File: src/pdee_pkg.sv
// Package for the postfix expression evaluator: item types, character codes,
// stack sizing, controller state and the controller/datapath command structs.
// Depends on nothing.
`timescale 1ns / 1ps

package pdee_pkg;

  localparam int STACK_DEPTH = 16;
  localparam int CNT_W       = $clog2(STACK_DEPTH + 1);
  localparam int PTR_W       = $clog2(STACK_DEPTH);
  localparam int VAL_W       = 32;
  localparam int DIV_CNT_W   = $clog2(VAL_W);

  localparam logic [7:0] CODE_ZERO  = 8'd48;
  localparam logic [7:0] CODE_PLUS  = 8'd43;
  localparam logic [7:0] CODE_MINUS = 8'd45;
  localparam logic [7:0] CODE_STAR  = 8'd42;
  localparam logic [7:0] CODE_SLASH = 8'd47;

  localparam logic [VAL_W-1:0] EMPTY_POP_VALUE = '1;

  typedef struct packed {
    logic [7:0] symbol;
    logic       end_of_expression;
  } in_item_t;

  typedef struct packed {
    logic signed [VAL_W-1:0] value;
    logic                    last;
    logic                    no_value;
    logic                    overflow_seen;
    logic                    underflow_seen;
    logic                    div_zero_seen;
  } out_item_t;

  typedef struct packed {
    logic ovf;
    logic unf;
    logic dz;
  } err_flags_t;

  typedef enum logic [3:0] {
    S_IDLE,
    S_DECODE,
    S_POP_RHS,
    S_CAP_RHS,
    S_POP_LHS,
    S_CAP_LHS,
    S_EXEC,
    S_DIV,
    S_PUSH,
    S_DRAIN,
    S_DRAIN_RD,
    S_DRAIN_CAP
  } ctrl_state_t;

  typedef struct packed {
    logic latch_in;
    logic pop_rhs;
    logic cap_rhs;
    logic pop_lhs;
    logic cap_lhs;
    logic alu;
    logic div_zero;
    logic div_start;
    logic div_take;
    logic push;
    logic drain_rd;
    logic load_empty;
    logic load_entry;
  } ctrl_cmd_t;

  typedef struct packed {
    logic is_op;
    logic is_div;
    logic eoe;
    logic count_zero;
    logic rhs_zero;
    logic out_free;
    logic div_done;
  } dp_status_t;

endpackage

File: src/pdee_ram.sv
// Generic single-write, single-read RAM with registered read data.
// Depends on nothing.
`timescale 1ns / 1ps

module pdee_ram #(
  parameter int WIDTH = 32,
  parameter int DEPTH = 16
) (
  input  logic                     clk,
  input  logic                     we,
  input  logic [$clog2(DEPTH)-1:0] waddr,
  input  logic [WIDTH-1:0]         wdata,
  input  logic                     re,
  input  logic [$clog2(DEPTH)-1:0] raddr,
  output logic [WIDTH-1:0]         rdata
);

  logic [WIDTH-1:0] mem_r [DEPTH];
  logic [WIDTH-1:0] rdata_r;

  always_ff @(posedge clk) begin
    if (we) begin
      mem_r[waddr] <= wdata;
    end
    if (re) begin
      rdata_r <= mem_r[raddr];
    end
  end

  assign rdata = rdata_r;

endmodule

File: src/pdee_div.sv
// Iterative unsigned restoring divider, one quotient bit per cycle.
// Depends on pdee_pkg for the value width.
`timescale 1ns / 1ps

module pdee_div (
  input  logic                         clk,
  input  logic                         rst_n,
  input  logic                         start,
  input  logic [pdee_pkg::VAL_W-1:0]   dividend,
  input  logic [pdee_pkg::VAL_W-1:0]   divisor,
  output logic                         done,
  output logic [pdee_pkg::VAL_W-1:0]   quotient
);

  localparam int W = pdee_pkg::VAL_W;

  logic [W-1:0]                        rem_r, rem_nxt;
  logic [W-1:0]                        quo_r, quo_nxt;
  logic [W-1:0]                        dsr_r, dsr_nxt;
  logic [pdee_pkg::DIV_CNT_W-1:0]      cnt_r, cnt_nxt;
  logic                                busy_r, busy_nxt;
  logic                                done_r, done_nxt;
  logic [W:0]                          rem_sh;
  logic [W:0]                          trial;

  always_comb begin
    rem_nxt  = rem_r;
    quo_nxt  = quo_r;
    dsr_nxt  = dsr_r;
    cnt_nxt  = cnt_r;
    busy_nxt = busy_r;
    done_nxt = 1'b0;
    rem_sh   = {rem_r, quo_r[W-1]};
    trial    = rem_sh - {1'b0, dsr_r};
    if (start) begin
      rem_nxt  = '0;
      quo_nxt  = dividend;
      dsr_nxt  = divisor;
      cnt_nxt  = '0;
      busy_nxt = 1'b1;
    end else if (busy_r) begin
      // Shift in one dividend bit, keep the trial difference when it fits.
      if (!trial[W]) begin
        rem_nxt = trial[W-1:0];
        quo_nxt = {quo_r[W-2:0], 1'b1};
      end else begin
        rem_nxt = rem_sh[W-1:0];
        quo_nxt = {quo_r[W-2:0], 1'b0};
      end
      cnt_nxt = cnt_r + 1'b1;
      if (cnt_r == pdee_pkg::DIV_CNT_W'(W - 1)) begin
        busy_nxt = 1'b0;
        done_nxt = 1'b1;
      end
    end
  end

  always_ff @(posedge clk) begin
    if (!rst_n) begin
      busy_r <= 1'b0;
      done_r <= 1'b0;
      cnt_r  <= '0;
    end else begin
      busy_r <= busy_nxt;
      done_r <= done_nxt;
      cnt_r  <= cnt_nxt;
    end
    rem_r <= rem_nxt;
    quo_r <= quo_nxt;
    dsr_r <= dsr_nxt;
  end

  assign done     = done_r;
  assign quotient = quo_r;

endmodule

File: src/pdee_dp.sv
// Datapath: input latch, stack pointer and RAM, operand registers, ALU,
// divider, error flags and the output register.
// Depends on pdee_pkg, pdee_ram and pdee_div.
`timescale 1ns / 1ps

module pdee_dp (
  input  logic                  clk,
  input  logic                  rst_n,
  input  pdee_pkg::in_item_t    in_data,
  input  pdee_pkg::ctrl_cmd_t   cmd,
  output pdee_pkg::dp_status_t  status,
  output logic                  out_valid,
  input  logic                  out_ready,
  output pdee_pkg::out_item_t   out_data
);

  localparam int W = pdee_pkg::VAL_W;

  logic [7:0]                  sym_r, sym_nxt;
  logic                        eoe_r, eoe_nxt;
  logic [pdee_pkg::CNT_W-1:0]  count_r, count_nxt;
  pdee_pkg::err_flags_t        flags_r, flags_nxt;
  logic [W-1:0]                rhs_r, rhs_nxt;
  logic [W-1:0]                lhs_r, lhs_nxt;
  logic [W-1:0]                res_r, res_nxt;
  logic                        neg_r, neg_nxt;
  pdee_pkg::out_item_t         out_r, out_nxt;
  logic                        out_valid_r, out_valid_nxt;

  logic                        ram_we, ram_re;
  logic [pdee_pkg::PTR_W-1:0]  ram_waddr, ram_raddr;
  logic [W-1:0]                ram_wdata, ram_rdata;
  logic [W-1:0]                ua, ub, quotient;
  logic                        div_done;
  logic                        is_op, count_zero, out_free;

  assign is_op = (sym_r == pdee_pkg::CODE_PLUS) || (sym_r == pdee_pkg::CODE_MINUS) ||
                 (sym_r == pdee_pkg::CODE_STAR) || (sym_r == pdee_pkg::CODE_SLASH);
  assign count_zero = (count_r == '0);
  assign out_free   = !out_valid_r || out_ready;

  assign ua = lhs_r[W-1] ? (W'(0) - lhs_r) : lhs_r;
  assign ub = rhs_r[W-1] ? (W'(0) - rhs_r) : rhs_r;

  pdee_ram #(
    .WIDTH (W),
    .DEPTH (pdee_pkg::STACK_DEPTH)
  ) u_stack (
    .clk   (clk),
    .we    (ram_we),
    .waddr (ram_waddr),
    .wdata (ram_wdata),
    .re    (ram_re),
    .raddr (ram_raddr),
    .rdata (ram_rdata)
  );

  pdee_div u_div (
    .clk      (clk),
    .rst_n    (rst_n),
    .start    (cmd.div_start),
    .dividend (ua),
    .divisor  (ub),
    .done     (div_done),
    .quotient (quotient)
  );

  always_comb begin
    sym_nxt       = sym_r;
    eoe_nxt       = eoe_r;
    count_nxt     = count_r;
    flags_nxt     = flags_r;
    rhs_nxt       = rhs_r;
    lhs_nxt       = lhs_r;
    res_nxt       = res_r;
    neg_nxt       = neg_r;
    out_nxt       = out_r;
    out_valid_nxt = out_valid_r && !out_ready;
    ram_we        = 1'b0;
    ram_waddr     = pdee_pkg::PTR_W'(count_r);
    ram_wdata     = res_r;
    ram_re        = 1'b0;
    ram_raddr     = pdee_pkg::PTR_W'(count_r - 1'b1);

    if (cmd.latch_in) begin
      sym_nxt = in_data.symbol;
      eoe_nxt = in_data.end_of_expression;
    end

    // Pop: an empty stack yields all ones and marks underflow.
    if (cmd.pop_rhs || cmd.pop_lhs) begin
      if (count_zero) begin
        flags_nxt.unf = 1'b1;
        if (cmd.pop_rhs) begin
          rhs_nxt = pdee_pkg::EMPTY_POP_VALUE;
        end else begin
          lhs_nxt = pdee_pkg::EMPTY_POP_VALUE;
        end
      end else begin
        ram_re    = 1'b1;
        count_nxt = count_r - 1'b1;
      end
    end
    if (cmd.cap_rhs) begin
      rhs_nxt = ram_rdata;
    end
    if (cmd.cap_lhs) begin
      lhs_nxt = ram_rdata;
    end

    if (cmd.alu) begin
      case (sym_r)
        pdee_pkg::CODE_PLUS:  res_nxt = lhs_r + rhs_r;
        pdee_pkg::CODE_MINUS: res_nxt = lhs_r - rhs_r;
        default:              res_nxt = lhs_r * rhs_r;
      endcase
    end
    if (cmd.div_zero) begin
      res_nxt      = '0;
      flags_nxt.dz = 1'b1;
    end
    if (cmd.div_start) begin
      neg_nxt = lhs_r[W-1] ^ rhs_r[W-1];
    end
    if (cmd.div_take) begin
      res_nxt = neg_r ? (W'(0) - quotient) : quotient;
    end

    // Push: operators push the result, anything else its code minus '0'; a full stack drops it and marks overflow.
    if (cmd.push) begin
      ram_wdata = is_op ? res_r : (W'(sym_r) - W'(pdee_pkg::CODE_ZERO));
      if (count_r >= pdee_pkg::CNT_W'(pdee_pkg::STACK_DEPTH)) begin
        flags_nxt.ovf = 1'b1;
      end else begin
        ram_we    = 1'b1;
        count_nxt = count_r + 1'b1;
      end
    end

    if (cmd.drain_rd) begin
      ram_re    = 1'b1;
      count_nxt = count_r - 1'b1;
    end

    if (cmd.load_empty || cmd.load_entry) begin
      out_nxt.value          = cmd.load_entry ? $signed(ram_rdata) : '0;
      out_nxt.last           = cmd.load_empty || count_zero;
      out_nxt.no_value       = cmd.load_empty;
      out_nxt.overflow_seen  = flags_r.ovf;
      out_nxt.underflow_seen = flags_r.unf;
      out_nxt.div_zero_seen  = flags_r.dz;
      out_valid_nxt          = 1'b1;
      // Clear the sticky flags once the final result of the drain is taken in.
      if (cmd.load_empty || count_zero) begin
        flags_nxt = '0;
      end
    end
  end

  always_ff @(posedge clk) begin
    if (!rst_n) begin
      count_r     <= '0;
      flags_r     <= '0;
      out_valid_r <= 1'b0;
    end else begin
      count_r     <= count_nxt;
      flags_r     <= flags_nxt;
      out_valid_r <= out_valid_nxt;
    end
    sym_r <= sym_nxt;
    eoe_r <= eoe_nxt;
    rhs_r <= rhs_nxt;
    lhs_r <= lhs_nxt;
    res_r <= res_nxt;
    neg_r <= neg_nxt;
    out_r <= out_nxt;
  end

  assign status.is_op      = is_op;
  assign status.is_div     = (sym_r == pdee_pkg::CODE_SLASH);
  assign status.eoe        = eoe_r;
  assign status.count_zero = count_zero;
  assign status.rhs_zero   = (rhs_r == '0);
  assign status.out_free   = out_free;
  assign status.div_done   = div_done;

  assign out_valid = out_valid_r;
  assign out_data  = out_r;

endmodule

File: src/pdee_ctrl.sv
// Controller state machine: sequences pops, execution, push and drain.
// Depends on pdee_pkg.
`timescale 1ns / 1ps

module pdee_ctrl (
  input  logic                  clk,
  input  logic                  rst_n,
  input  logic                  in_valid,
  output logic                  in_ready,
  input  pdee_pkg::dp_status_t  status,
  output pdee_pkg::ctrl_cmd_t   cmd
);

  pdee_pkg::ctrl_state_t state_r, state_nxt;

  always_ff @(posedge clk) begin
    if (!rst_n) begin
      state_r <= pdee_pkg::S_IDLE;
    end else begin
      state_r <= state_nxt;
    end
  end

  always_comb begin
    state_nxt = state_r;
    cmd       = '0;
    in_ready  = 1'b0;
    case (state_r)
      pdee_pkg::S_IDLE: begin
        in_ready = 1'b1;
        if (in_valid) begin
          cmd.latch_in = 1'b1;
          state_nxt    = pdee_pkg::S_DECODE;
        end
      end
      pdee_pkg::S_DECODE: begin
        state_nxt = status.is_op ? pdee_pkg::S_POP_RHS : pdee_pkg::S_PUSH;
      end
      pdee_pkg::S_POP_RHS: begin
        cmd.pop_rhs = 1'b1;
        state_nxt   = status.count_zero ? pdee_pkg::S_POP_LHS : pdee_pkg::S_CAP_RHS;
      end
      pdee_pkg::S_CAP_RHS: begin
        cmd.cap_rhs = 1'b1;
        state_nxt   = pdee_pkg::S_POP_LHS;
      end
      pdee_pkg::S_POP_LHS: begin
        cmd.pop_lhs = 1'b1;
        state_nxt   = status.count_zero ? pdee_pkg::S_EXEC : pdee_pkg::S_CAP_LHS;
      end
      pdee_pkg::S_CAP_LHS: begin
        cmd.cap_lhs = 1'b1;
        state_nxt   = pdee_pkg::S_EXEC;
      end
      pdee_pkg::S_EXEC: begin
        if (!status.is_div) begin
          cmd.alu   = 1'b1;
          state_nxt = pdee_pkg::S_PUSH;
        end else if (status.rhs_zero) begin
          cmd.div_zero = 1'b1;
          state_nxt    = pdee_pkg::S_PUSH;
        end else begin
          cmd.div_start = 1'b1;
          state_nxt     = pdee_pkg::S_DIV;
        end
      end
      pdee_pkg::S_DIV: begin
        if (status.div_done) begin
          cmd.div_take = 1'b1;
          state_nxt    = pdee_pkg::S_PUSH;
        end
      end
      pdee_pkg::S_PUSH: begin
        cmd.push  = 1'b1;
        state_nxt = status.eoe ? pdee_pkg::S_DRAIN : pdee_pkg::S_IDLE;
      end
      pdee_pkg::S_DRAIN: begin
        if (!status.count_zero) begin
          state_nxt = pdee_pkg::S_DRAIN_RD;
        end else if (status.out_free) begin
          cmd.load_empty = 1'b1;
          state_nxt      = pdee_pkg::S_IDLE;
        end
      end
      pdee_pkg::S_DRAIN_RD: begin
        cmd.drain_rd = 1'b1;
        state_nxt    = pdee_pkg::S_DRAIN_CAP;
      end
      pdee_pkg::S_DRAIN_CAP: begin
        // Hold the read data until the output register is free.
        if (status.out_free) begin
          cmd.load_entry = 1'b1;
          state_nxt      = status.count_zero ? pdee_pkg::S_IDLE : pdee_pkg::S_DRAIN_RD;
        end
      end
      default: begin
        state_nxt = pdee_pkg::S_IDLE;
      end
    endcase
  end

endmodule

File: src/postfix_digit_expression_evaluator_top.sv
// Top level of the postfix expression evaluator: controller plus datapath.
// Depends on pdee_pkg, pdee_ctrl and pdee_dp (with pdee_ram and pdee_div).
//
//   Channel  Direction  Handshake              Payload
//   in_      input      in_valid / in_ready    pdee_pkg::in_item_t (symbol, end marker)
//   out_     output     out_valid / out_ready  pdee_pkg::out_item_t (value, last, flags)
//
// Sequence: an operand character passes through decode and push; +, - and *
// also pop two operands through the registered read port of the stack RAM (a
// pop of an empty stack skips its capture state); a division by a non-zero
// value further waits on the one-bit-per-cycle divider.
// The end marker adds a drain state, then a RAM read and an output load per
// drained entry, or a direct empty-result load for an empty stack.
// Reset: rst_n synchronous, active low; clears the stack count, flags, state
// and output valid. The stack RAM needs no clearing pass.
// Stalls: the output register holds a result while out_ready is low; the drain
// waits on it, and the next transfer in is accepted once the drain has loaded
// its final result, while that result may still wait at the output.
`timescale 1ns / 1ps

module postfix_digit_expression_evaluator_top (
  input  logic                 clk,
  input  logic                 rst_n,
  input  logic                 in_valid,
  output logic                 in_ready,
  input  pdee_pkg::in_item_t   in_data,
  output logic                 out_valid,
  input  logic                 out_ready,
  output pdee_pkg::out_item_t  out_data
);

  // Commands run from controller to datapath, status runs back.
  pdee_pkg::ctrl_cmd_t  cmd;
  pdee_pkg::dp_status_t status;

  pdee_ctrl u_ctrl (
    .clk      (clk),
    .rst_n    (rst_n),
    .in_valid (in_valid),
    .in_ready (in_ready),
    .status   (status),
    .cmd      (cmd)
  );

  pdee_dp u_dp (
    .clk       (clk),
    .rst_n     (rst_n),
    .in_data   (in_data),
    .cmd       (cmd),
    .status    (status),
    .out_valid (out_valid),
    .out_ready (out_ready),
    .out_data  (out_data)
  );

endmodule

File: config.mk
export PLATFORM = sky130hd
export DESIGN_NAME = postfix_digit_expression_evaluator_top
export DESIGN_NICKNAME = d
export VERILOG_FILES = /design/src/pdee_pkg.sv /design/src/pdee_ram.sv /design/src/pdee_div.sv /design/src/pdee_dp.sv /design/src/pdee_ctrl.sv /design/src/postfix_digit_expression_evaluator_top.sv
export SDC_FILE = /design/constraint.sdc
export NUM_CORES = 2
export LEC_CHECK = 0
export CAP_MARGIN = 20
export CORE_MARGIN = 3
export CORE_UTILIZATION = 52
export CTS_CLUSTER_DIAMETER = 40
export DETAILED_ROUTE_END_ITERATION = 6
export DONT_BUFFER_PORTS = 1
export PLACE_DENSITY = 0.67
export REMOVE_ABC_BUFFERS = 1
export SYNTH_ARGS = -nofsm -noshare
export SYNTH_HDL_FRONTEND = slang
export SYNTH_SLANG_ARGS = --single-unit
File: constraint.sdc
create_clock -name clk -period 14.5 [get_ports clk]
set_input_delay 2.175 -clock clk [delete_from_list [all_inputs] [get_ports clk]]
set_output_delay 2.175 -clock clk [all_outputs]
set_load 0.005 [all_outputs]
==> metrics.cfg <==
[clock_network]
cts.htree.levels=3
cts_root_buf=clkbuf_16
cts_tree=built
clkTransAtPathRegs_ns=0.06
post_cts_buffers=0
clk_latency_ns=0.68
cts_buffers=99
cts.repair.resized=0
postCtsHoldBufs=0
cts_sinks=803
clk_path_buf_depth=3

[setup_path]
slowest_stage=fa_1
critPathMaxFanout=36
critPathLaunchType=flip-flop
slowest_delay_ns=0.54
crit_top_cell=fa_1
crit_arrival_ns=8.47
cp-end-kind=flip-flop
critPathRequiredTime_ns=15.03
worstPathCellList=buf_4 -> and2_1 -> fa_1 -> inv_1 -> fa_1 -> fa_1 -> fa_1 -> inv_1 -> fa_1 -> inv_1 -> fa_1 -> inv_1 -> fa_1 -> fa_1 -> ha_1 -> a211oi_1 -> nor2_1 -> or3_1 -> o221ai_1 -> a211oi_1 -> or2_2 -> or4_1 -> a31oi_1 -> a311o_1
crit_type=flip-flop to flip-flop
reg2reg_slack_ns=6.55

[timing]
final.setup.tns_ns=0
relSlewSlack=0.257
period_share=0.548
slew_viol_final=0
clock_skew_ns=0.0317
rsz0062_at_grt=no
worstMarginPinSlew_ns=1.11
hold_slack_ns=0.439
fin_crit_ns=7.95
hold_violations=0
fmax_ghz=0.126
setup_viol=0

[yosys]
ys.flop_type=edfxtp_1
synth_top_cells_by_count=edfxtp_1 (751), nand2_1 (441), inv_1 (440)
async_flop_share=0
synth_top_area_share=0.431
ys_types=76
synth_warnings=0
avgSynthCellArea_um2=12.3
ys_seq_area_frac=0.451
synthCells=4268
synthTopCellsByArea=edfxtp_1 (43%), fa_1 (16%), mux4_2 (6.9%), ha_1 (4.8%), and2_1 (4.2%)
yosysTopAreaCell=edfxtp_1
ys_seq_elements=803
synth_edf_count=751
yosysMostFrequentCell=edfxtp_1
syn_area_um2=52300

[worst_hold_path]
hp-class=flip-flop to flip-flop

[global_route]
met2_usage=0.443
grt_pass1_vias=33600
antenna_found_initial=4
grt_overflow=0
busiest_layer=met2
grt_pass1_wl_mm=206
use_met1=0.354
use_met3=0.0409
grt_usage=0.263
grt_max_degree=89

[finish]
multi_input_area_um2=26400
area_growth_pct=9.31
nNetsFinal=4847
n_antenna_cell=0
fillers=7957
drive_gt1_frac=0.111
ff_latch_area_um2=23600

[die]
die_w_um=323
io_pins=52
die_h_um=323
rows=115
initial_core_util=0.528
dieArea_um2=105000
coreArea_um2=99100

[route]
antenna_left=0
via_per_inst=5.87
wirelength_mm=134
drt_iter0_drc=3077
drt_pass1_iterations=5
drc=0
post_drt_wl_per_cell_um=24.0
vias=32800

[place]
hpwlAfterDp_mm=87.3
port_buffers=0
place.gp.congestion=0.957

[flow_run]
drv_cap=0

[status]
status=finished clean

cells by family (layout without fill, tap and decap cells):
family | count (synthesis) | in the layout | share of synthesized area
AOI/OAI and AO/OA | 500 | 500 | 0.0606
xor gates and xnor gates | 262 | 262 | 0.0440
adders and majority gates | 609 | 609 | 0.204
buffers and inverters | 684 | 723 | 0.0493
DFF | 803 | 803 | 0.451
muxes | 179 | 179 | 0.0726
and+or+nand+nor | 1231 | 1231 | 0.118
final cells by class:
type	count	share of cell area
inverter	441	0.0289
multi-input combinational	2781	0.461
timing repair buffer	99	0.0138
clock inverter	66	0.0110
sequential	803	0.412
clock buffer	117	0.0452
tap	1287	0.0281
critical path, delay by kind of cell (launching register included):
family                   cells  cell delay (ns)
buffers and inverters        5             0.49
AO/OA/AOI/OAI                5             1.19
AND/OR/NAND/NOR              5             1.41
flip-flops                   1             0.35
adder cells (fa/ha/maj)      9             4.34
placed cells by master (no fill, tap or decap), types with 31 or more instances in the layout:
cell       synthesis  layout
ha_1             199     198
xnor2_1          135     132
o21ai_0          145     145
xor2_1           126     126
nor2_1           155     140
edfxtp_1         751     751
dfxtp_1           52      50
o31ai_1           32      32
a211oi_1          31      31
nand2_1          441     441
or3_1             89      89
fa_1             410     410
a21oi_1          117     117
inv_1            440     439
nand3_1           34      34
mux4_2           160     160
buf_4              0      96
clkbuf_16          0     100
and2_1           352     352
a21o_1            33      33
metal layers:
metal | part of all wire | wire length [µm]
met4 | 0.034 | 4570
met2 | 0.49 | 65700
met1 | 0.40 | 54000
met5 | 0 | 0
met3 | 0.073 | 9730
stage by stage:
stage | std cells | utilization | setup slack (ns) | cell area [µm²]
after floorplan | 4025 | - | 4.26 | 51400
after global placement | 5409 | 0.544 | 6.74 | 54000
after detailed placement | 5410 | 0.545 | 6.67 | 54000
after CTS | 5593 | 0.577 | 6.62 | 57200
after global routing | 5594 | 0.577 | 6.29 | 57200
final | 5594 | 0.577 | 6.55 | 57200
state kept, by name, summed over array words and instances, names as in the netlist, named ones only:
register,count
u_dp.count_r,5
u_dp.sym_r,8
u_dp.neg_r,1
u_dp.u_div.quotient,32
u_dp.rhs_r,32
u_dp.out_valid,1
u_dp.out_data,37
u_dp.u_stack.mem_r,512
u_dp.u_div.dsr_r,32
u_dp.u_div.done,1
u_ctrl.state_r,4
u_dp.u_div.cnt_r,5
u_dp.flags_r,2
u_dp.lhs_r,32
u_dp.u_stack.rdata,32
u_dp.res_r,32
u_dp.eoe_r,1
u_dp.u_div.busy_r,1
u_dp.u_div.rem_r,32
worst paths after layout:
check / start / to / depth (start not counted)
worst max-delay path: u_dp.rhs_r[2] / u_dp.res_r[29] / 24
worst min register to register: flip-flop / u_dp.out_data[1] / 0
worst max register to register: u_dp.rhs_r[2] / u_dp.res_r[29] / 24
worst min-delay path: flip-flop / u_dp.out_data[1] / 0
Power is left out: the tool's default activity adds up to more than one toggle a clock period on the data nets, which glitch-free logic cannot reach.
